==> config.mk <==
export PLATFORM = sky130hd
export DESIGN_NAME = motor_duty_slew_limiter_core_flat
export DESIGN_NICKNAME = d
export VERILOG_FILES = /design/src/rtl/mdsl_pkg.sv /design/src/rtl/mdsl_if.sv /design/src/rtl/mdsl_chan.sv /design/src/rtl/motor_duty_slew_limiter_core.sv /design/src/flat_wrapper.sv
export SDC_FILE = /design/constraint.sdc
export NUM_CORES = 2
export LEC_CHECK = 0
export ABC_AREA = 1
export BUFFER_PORTS_ARGS = -buffer_cell sky130_fd_sc_hd__buf_2
export CAP_MARGIN = 20
export CORE_UTILIZATION = 50
export DETAILED_ROUTE_END_ITERATION = 16
export PLACE_DENSITY = 0.65
export SLEW_MARGIN = 20
export SYNTH_ARGS = -nofsm -noshare
export SYNTH_HDL_FRONTEND = slang
export SYNTH_SLANG_ARGS = --single-unit
==> constraint.sdc <==
create_clock -name clk -period 10.1 [get_ports clk]
set_input_delay 1.01 -clock clk [delete_from_list [all_inputs] [get_ports clk]]
set_output_delay 1.01 -clock clk [all_outputs]
set_load 0.02 [all_outputs]
==> src/rtl/mdsl_pkg.sv <==
`timescale 1ns / 1ps

package mdsl_pkg;

  localparam int DUTY_FULL_SCALE = 10000;

  localparam int RST_MAX_DUTY   = DUTY_FULL_SCALE;
  localparam int RST_REAR_STEP  = 400;
  localparam int RST_STEER_STEP = 400;
  localparam int RST_DWELL      = 20;

  typedef logic        [13:0] duty_t;
  typedef logic signed [14:0] sduty_t;
  typedef logic signed [15:0] target_t;
  typedef logic        [15:0] dwell_t;

  typedef struct packed {
    target_t steer_target;
    target_t left_target;
    target_t right_target;
  } target_word_t;

  typedef struct packed {
    logic  steer_dir;
    duty_t steer_pwm;
    logic  left_dir;
    duty_t left_pwm;
    logic  right_dir;
    duty_t right_pwm;
  } duty_word_t;

  typedef enum logic [2:0] {
    REG_MAX_DUTY     = 3'd0,
    REG_REAR_STEP    = 3'd1,
    REG_STEER_STEP   = 3'd2,
    REG_DWELL_TICKS  = 3'd3,
    REG_SLEW_ENABLE  = 3'd4,
    REG_STEER_INVERT = 3'd5,
    REG_LEFT_INVERT  = 3'd6,
    REG_RIGHT_INVERT = 3'd7
  } cfg_idx_t;

  typedef struct packed {
    duty_t  max_duty;
    duty_t  step;
    dwell_t dwell;
    logic   slew_en;
    logic   invert;
  } chan_cfg_t;

  // Clamp a signed 16 bit request to +-max; the result always fits 15 bits.
  function automatic sduty_t clamp_target(target_t t, duty_t m);
    logic signed [16:0] t_ext;
    logic signed [16:0] m_ext;
    sduty_t             r;
    t_ext = 17'(t);
    m_ext = signed'({3'b000, m});
    if (t_ext > m_ext) begin
      r = m_ext[14:0];
    end else if (t_ext < -m_ext) begin
      r = 15'(-m_ext);
    end else begin
      r = t_ext[14:0];
    end
    return r;
  endfunction

endpackage

==> src/rtl/mdsl_if.sv <==
`timescale 1ns / 1ps

interface mdsl_target_if;
  import mdsl_pkg::*;
  logic         valid;
  logic         ready;
  target_word_t data;
  modport source (output valid, output data, input ready);
  modport sink (input valid, input data, output ready);
endinterface

interface mdsl_duty_if;
  import mdsl_pkg::*;
  logic       valid;
  logic       ready;
  duty_word_t data;
  modport source (output valid, output data, input ready);
  modport sink (input valid, input data, output ready);
endinterface

interface mdsl_cfg_if;
  import mdsl_pkg::*;
  logic        valid;
  logic        ready;
  cfg_idx_t    index;
  logic [15:0] data;
  modport source (output valid, output index, output data, input ready);
  modport sink (input valid, input index, input data, output ready);
endinterface

==> src/rtl/mdsl_chan.sv <==
`timescale 1ns / 1ps

module mdsl_chan (
  input  logic              clk,
  input  logic              rst,
  input  logic              load,
  input  mdsl_pkg::sduty_t  target,
  input  mdsl_pkg::chan_cfg_t cfg,
  output logic              dir,
  output mdsl_pkg::duty_t   pwm
);
  import mdsl_pkg::*;

  sduty_t             applied;
  dwell_t             hold;
  sduty_t             applied_next;
  dwell_t             hold_next;

  logic               rev;
  logic               dwelling;
  logic               toward;
  sduty_t             t_eff;
  logic signed [16:0] a_ext;
  logic signed [16:0] t_ext;
  logic signed [16:0] up;
  logic signed [16:0] dn;
  logic signed [16:0] m_ext;
  logic signed [16:0] o_raw;
  logic signed [16:0] o;

  always_comb begin
    // A request of the opposite sign to what is applied goes through zero first.
    rev      = (target > 0 && applied < 0) || (target < 0 && applied > 0);
    t_eff    = rev ? '0 : target;
    dwelling = (applied == 0) && (hold != '0);
    toward   = (t_eff >= 0 && applied >= 0 && t_eff < applied) ||
               (t_eff <= 0 && applied <= 0 && t_eff > applied);
    a_ext    = 17'(applied);
    t_ext    = 17'(t_eff);
    up       = a_ext + signed'({3'b000, cfg.step});
    dn       = a_ext - signed'({3'b000, cfg.step});

    if (!cfg.slew_en) begin
      applied_next = target;
    end else if (dwelling) begin
      applied_next = '0;
    end else if (toward) begin
      applied_next = t_eff;
    end else if (t_eff > applied) begin
      applied_next = (up > t_ext) ? t_eff : up[14:0];
    end else if (t_eff < applied) begin
      applied_next = (dn < t_ext) ? t_eff : dn[14:0];
    end else begin
      applied_next = applied;
    end

    if (!cfg.slew_en) begin
      hold_next = hold;
    end else if (rev) begin
      hold_next = cfg.dwell;
    end else if (dwelling) begin
      hold_next = hold - 16'd1;
    end else begin
      hold_next = hold;
    end

    // The output is clamped again, since max_duty may have been lowered.
    m_ext = signed'({3'b000, cfg.max_duty});
    o_raw = cfg.invert ? -17'(applied_next) : 17'(applied_next);
    if (o_raw > m_ext) begin
      o = m_ext;
    end else if (o_raw < -m_ext) begin
      o = -m_ext;
    end else begin
      o = o_raw;
    end
    dir = (o >= 0);
    pwm = dir ? o[13:0] : 14'(-o);
  end

  always_ff @(posedge clk) begin
    if (rst) begin
      applied <= '0;
      hold    <= '0;
    end else if (load) begin
      applied <= applied_next;
      hold    <= hold_next;
    end
  end

endmodule

==> src/rtl/motor_duty_slew_limiter_core.sv <==
`timescale 1ns / 1ps

// Channel   Dir  Word                                         Handshake
// target    in   steer/left/right target, 16 bit signed       valid/ready
// duty      out  dir + 14 bit pwm for steer, left, right      valid/ready
// cfg       in   3 bit register index, 16 bit write data      valid/ready, always ready
//
// One word per cycle sustained while duty is ready; a taken word passes the first register, then the second, then duty.
// The first register holds the clamped targets, the second the slewed result; the
// per-channel slew state is updated as a word moves into the result register.
// A stall on duty holds both registers; target stays ready while either has room.
// Synchronous reset restores the register defaults and zeroes applied duty and dwell.

module motor_duty_slew_limiter_core (
  input logic          clk,
  input logic          rst,
  mdsl_target_if.sink  target,
  mdsl_duty_if.source  duty,
  mdsl_cfg_if.sink     cfg
);
  import mdsl_pkg::*;

  duty_t      max_duty;
  duty_t      rear_step;
  duty_t      steer_step;
  dwell_t     dwell_ticks;
  logic       slew_enable;
  logic       steer_invert;
  logic       left_invert;
  logic       right_invert;

  logic       s1_valid;
  sduty_t     s1_steer;
  sduty_t     s1_left;
  sduty_t     s1_right;
  logic       s1_move;

  logic       out_valid;
  duty_word_t out_word;
  duty_word_t res;

  chan_cfg_t  steer_cfg;
  chan_cfg_t  left_cfg;
  chan_cfg_t  right_cfg;

  assign cfg.ready = 1'b1;

  always_ff @(posedge clk) begin
    if (rst) begin
      max_duty     <= 14'(RST_MAX_DUTY);
      rear_step    <= 14'(RST_REAR_STEP);
      steer_step   <= 14'(RST_STEER_STEP);
      dwell_ticks  <= 16'(RST_DWELL);
      slew_enable  <= 1'b1;
      steer_invert <= 1'b0;
      left_invert  <= 1'b0;
      right_invert <= 1'b0;
    end else if (cfg.valid) begin
      unique case (cfg.index)
        REG_MAX_DUTY: begin
          max_duty <= (cfg.data[13:0] > 14'(DUTY_FULL_SCALE)) ?
                      14'(DUTY_FULL_SCALE) : cfg.data[13:0];
        end
        REG_REAR_STEP: begin
          rear_step <= (cfg.data[13:0] == '0) ? 14'd1 : cfg.data[13:0];
        end
        REG_STEER_STEP: begin
          steer_step <= (cfg.data[13:0] == '0) ? 14'd1 : cfg.data[13:0];
        end
        REG_DWELL_TICKS:  dwell_ticks  <= cfg.data;
        REG_SLEW_ENABLE:  slew_enable  <= cfg.data[0];
        REG_STEER_INVERT: steer_invert <= cfg.data[0];
        REG_LEFT_INVERT:  left_invert  <= cfg.data[0];
        REG_RIGHT_INVERT: right_invert <= cfg.data[0];
        default: ;
      endcase
    end
  end

  assign s1_move      = s1_valid && (!out_valid || duty.ready);
  assign target.ready = !s1_valid || s1_move;

  always_ff @(posedge clk) begin
    if (rst) begin
      s1_valid <= 1'b0;
    end else if (target.valid && target.ready) begin
      s1_valid <= 1'b1;
    end else if (s1_move) begin
      s1_valid <= 1'b0;
    end
  end

  always_ff @(posedge clk) begin
    if (target.valid && target.ready) begin
      s1_steer <= clamp_target(target.data.steer_target, max_duty);
      s1_left  <= clamp_target(target.data.left_target, max_duty);
      s1_right <= clamp_target(target.data.right_target, max_duty);
    end
  end

  assign steer_cfg = '{max_duty: max_duty, step: steer_step, dwell: dwell_ticks,
                       slew_en: slew_enable, invert: steer_invert};
  assign left_cfg  = '{max_duty: max_duty, step: rear_step, dwell: dwell_ticks,
                       slew_en: slew_enable, invert: left_invert};
  assign right_cfg = '{max_duty: max_duty, step: rear_step, dwell: dwell_ticks,
                       slew_en: slew_enable, invert: right_invert};

  mdsl_chan u_steer (
    .clk    (clk),
    .rst    (rst),
    .load   (s1_move),
    .target (s1_steer),
    .cfg    (steer_cfg),
    .dir    (res.steer_dir),
    .pwm    (res.steer_pwm)
  );

  mdsl_chan u_left (
    .clk    (clk),
    .rst    (rst),
    .load   (s1_move),
    .target (s1_left),
    .cfg    (left_cfg),
    .dir    (res.left_dir),
    .pwm    (res.left_pwm)
  );

  mdsl_chan u_right (
    .clk    (clk),
    .rst    (rst),
    .load   (s1_move),
    .target (s1_right),
    .cfg    (right_cfg),
    .dir    (res.right_dir),
    .pwm    (res.right_pwm)
  );

  always_ff @(posedge clk) begin
    if (rst) begin
      out_valid <= 1'b0;
    end else if (s1_move) begin
      out_valid <= 1'b1;
    end else if (duty.ready) begin
      out_valid <= 1'b0;
    end
  end

  always_ff @(posedge clk) begin
    if (s1_move) begin
      out_word <= res;
    end
  end

  assign duty.valid = out_valid;
  assign duty.data  = out_word;

endmodule

==> src/flat_wrapper.sv <==
// flat-port wrapper written by rule: the top's interface ports become plain ports
module motor_duty_slew_limiter_core_flat import mdsl_pkg::*;
  (clk, rst, target_valid, target_data, target_ready, duty_valid, duty_data, duty_ready, cfg_valid, cfg_index, cfg_data, cfg_ready);
  mdsl_target_if target_i ();
  mdsl_duty_if duty_i ();
  mdsl_cfg_if cfg_i ();
  input logic clk;
  input logic rst;
  input wire logic [$bits(target_i.valid)-1:0] target_valid;
  input wire logic [$bits(target_i.data)-1:0] target_data;
  output wire logic [$bits(target_i.ready)-1:0] target_ready;
  output wire logic [$bits(duty_i.valid)-1:0] duty_valid;
  output wire logic [$bits(duty_i.data)-1:0] duty_data;
  input wire logic [$bits(duty_i.ready)-1:0] duty_ready;
  input wire logic [$bits(cfg_i.valid)-1:0] cfg_valid;
  input wire logic [$bits(cfg_i.index)-1:0] cfg_index;
  input wire logic [$bits(cfg_i.data)-1:0] cfg_data;
  output wire logic [$bits(cfg_i.ready)-1:0] cfg_ready;
  assign target_i.valid = target_valid;
  assign target_i.data = target_data;
  assign target_ready = target_i.ready;
  assign duty_valid = duty_i.valid;
  assign duty_data = duty_i.data;
  assign duty_i.ready = duty_ready;
  assign cfg_i.valid = cfg_valid;
  assign cfg_i.index = cfg_index;
  assign cfg_i.data = cfg_data;
  assign cfg_ready = cfg_i.ready;
  motor_duty_slew_limiter_core u_core (.clk(clk), .rst(rst), .target(target_i), .duty(duty_i), .cfg(cfg_i));
endmodule
==> metrics.yaml <==
clk_pin_slew_ns: 0.06
setup_tns_ns: 0
rrSetupSlack_ns: 0.75
vdd_drop_max_mv: 0.323
grt_pass1_wl_um: 165000
maxSlewHeadroom_pct: 25.3
dp_slack_ns: 0.679
use_met1_pct: 48.3
setup_slack_ns: 0.754
path_class: "flip-flop to flip-flop"
critPathLaunchType: "flip-flop"
grt_pass1_vias: 28238
clockRootBuffer: "clkbuf_16"
synth_top_area_share_pct: 16.4
dp_hpwl_um: 83500
grt_usage_pct: 34.8
p_seq_share_pct: 13.7
drc: 0
wl_per_cell_um: 19.7
worstMarginPinSlew_ns: 1.12
synth_edf_count: 90
overflow: 0
drtIter0Drc: 3441
r2r_cells: 57
synthCells: 4676
antenna_found_initial: 6
cp_data_required_time_ns: 10.47
nets: 5193
ant_nets: 0
crit_family: "simple AND/OR/NAND/NOR gates"
path_common_cell: "nand2_1"
synth_warnings: 0
slew_viol_final: 0
startpoint: "u_core.u_steer.applied[0]"
synth_top_cell_by_area: "ha_1"
endpoint: "u_core.duty.data[42]"
avgSynthCellArea_um2: 6.41
cts_buffers: 31
die_h_um: 247
globalRouteMet2Util_pct: 54.0
setup_viol: 0
rr_startpoint: "u_core.u_steer.applied[0]"
cp.arrival_ns: 9.72
finalClockSkew_ns: 0.0142
grt_max_degree: 78
cp.buffers_inverters: 7
maxCapViolations: 0
worst_setup_path_end_kind: "flip-flop"
dpl_cell_area_um2: 31100
die_area_um2: 60900
crit_slowest_cell: "o31ai_1"
clock_insertion_delay_worst_skew_ns: 0.61
rr_endpoint: "u_core.duty.data[42]"
std_cell_rows: 89
combPwrFrac_pct: 75.3
async_flop_share_pct: 0
core_area_um2: 59100
final_common_cell: "nand2_1"
rsz0062_at_grt: "no"
p_total_mw: 11.1
initial_core_util_pct: 50.7
grtUsageMet3_pct: 4.73
synthTopCellsByArea: "ha_1, nand2_1, dfxtp_1, edfxtp_1, inv_1"
dr.pass1.iters: 6
synth_cell_types: 69
fin_area_um2: 32300
routed_wl_um: 109000
h-tree-depth: 1
clockBufferDepth: 3
final_cell_mix: "nand2_1, inv_1, ha_1, nor2_1, a21oi_1"
synth_nets: 5147
power.density_nw_per_um2: 345
power_switching_mw: 6.39
fmaxAchievable_mhz: 107
swShare_pct: 57.4
ys_seq_elements: 247
viasPerCell: 5.75
finalHoldViolations: 0
ioPinCount: 120
synth_flop_cell: "dfxtp_1"
layoutNonFillerInstCount: 5523
hp-class: "flip-flop to flip-flop"
cts_tree: "yes"
cp_max_fo: 16
clock-sinks: 247
synth_area_um2: 30000
fin_crit_sh_pct: 92.5
hold_buffers: 0
intPower_mw: 4.74
via_count: 31740
gp_congestion: 0.999
ys_seq_area_share_pct: 19.5
critPathMaxStageDelay_ns: 0.58
status: "finished, final reports clean"
finalCriticalPeriod_ns: 9.35
syn_to_final_growth_pct: 7.58
grt.busiest_layer: "met2"
die_w_um: 247
power.share.clock_pct: 11.0
drive_gt1_share_pct: 7.88
dp_cells: 5460
cp.depth: 57
port_buffers: 118
p_leak_nw: 16.5
synth_stat cells (42+ instances only):
cell type and number:
o21ai_0 297, a211oi_1 42, a21oi_1 370, clkbuf_1 89
ha_1 393, nor3_1 55, nand3_1 335, inv_1 638
nand4_1 61, o211ai_1 65, dfxtp_1 157, edfxtp_1 90
xor2_1 116, nand2_1 1162, nor2_1 378
per-layer routing:
layer  vias up  wire (um)
met3       252       9370
met2      1451      47100
met1     14389      47900
met5         -         39
met4         6       4210
li1      15642          -
metrics by stage:
step | utilization [%] | hold slack, ns
after global routing | 54.5 | 0.492
after CTS | 54.5 | 0.469
after detailed placement | 52.6 | 0.461
after floorplan | - | 0.445
after global placement | 52.6 | 0.457
final | 54.5 | 0.469
power by group through the flow:
stage,clock network [mW],logic [mW],registers [mW]
2_1_floorplan,0,6.11,1.63
3_3_place_gp,0,8.06,1.54
3_5_place_dp,0,8.11,1.54
4_1_cts,1.24,8.16,1.52
5_1_grt,1.28,9.32,1.54
6_report,1.22,8.38,1.53
logic make-up after synthesis:
| family | share of synthesized area [%] |
|---|---|
| AOI/OAI and AO/OA | 17.8 |
| xor gates and xnor gates | 4.00 |
| adders and majority gates | 16.8 |
| buffers and inverters | 10.9 |
| DFF | 19.5 |
| other | 0.0125 |
| and+or+nand+nor | 30.9 |
sequential cells by signal (all words and copies together), names as in the netlist, 16 cells and up:
name                 count
u_core.duty.data        45
u_core.dwell_ticks      16
u_core.u_steer.hold     16
u_core.u_left.hold      16
u_core.u_right.hold     16
repair_timing:
| action | CTS | global route |
|---|---|---|
| endpoints found under the setup margin | 0 | 11 |
| gates resized for setup | 0 | 5 |
| buffers inserted | 0 | 1 |
layout make-up:
class	instances	area (um^2)
fill	5968	26900
multi-input combinational	3606	20900
sequential	247	5850
inverter	679	2560
tap	773	967
clock buffer	42	888
timing repair buffer	157	883
clock inverter	16	213
antenna	3	7.51
how the worst min path moves through the flow:
stage,cells past startpoint,start,slack (ns),end
after global placement,2,u_core.u_left.hold[15],0.46,u_core.u_left.hold[15]
after global routing,2,u_core.u_left.hold[15],0.49,u_core.u_left.hold[15]
after floorplan,2,u_core.u_left.hold[15],0.45,u_core.u_left.hold[15]
after detailed placement,2,u_core.u_left.hold[15],0.46,u_core.u_left.hold[15]
after CTS,2,u_core.u_left.hold[15],0.47,u_core.u_left.hold[15]
final,2,u_core.u_left.hold[15],0.47,u_core.u_left.hold[15]
worst register-to-register path: cells and delay by family, from the launching register on:
| kind | cells | cell delay [ns] |
|---|---|---|
| buffers and inverters | 7 | 0.70 |
| xor gates and xnor gates | 2 | 0.35 |
| AOI/OAI and AO/OA | 11 | 2.77 |
| DFF | 1 | 0.46 |
| adders and majority gates | 5 | 1.49 |
| and+or+nand+nor | 32 | 3.30 |
Power figures use the tool's default switching activity.
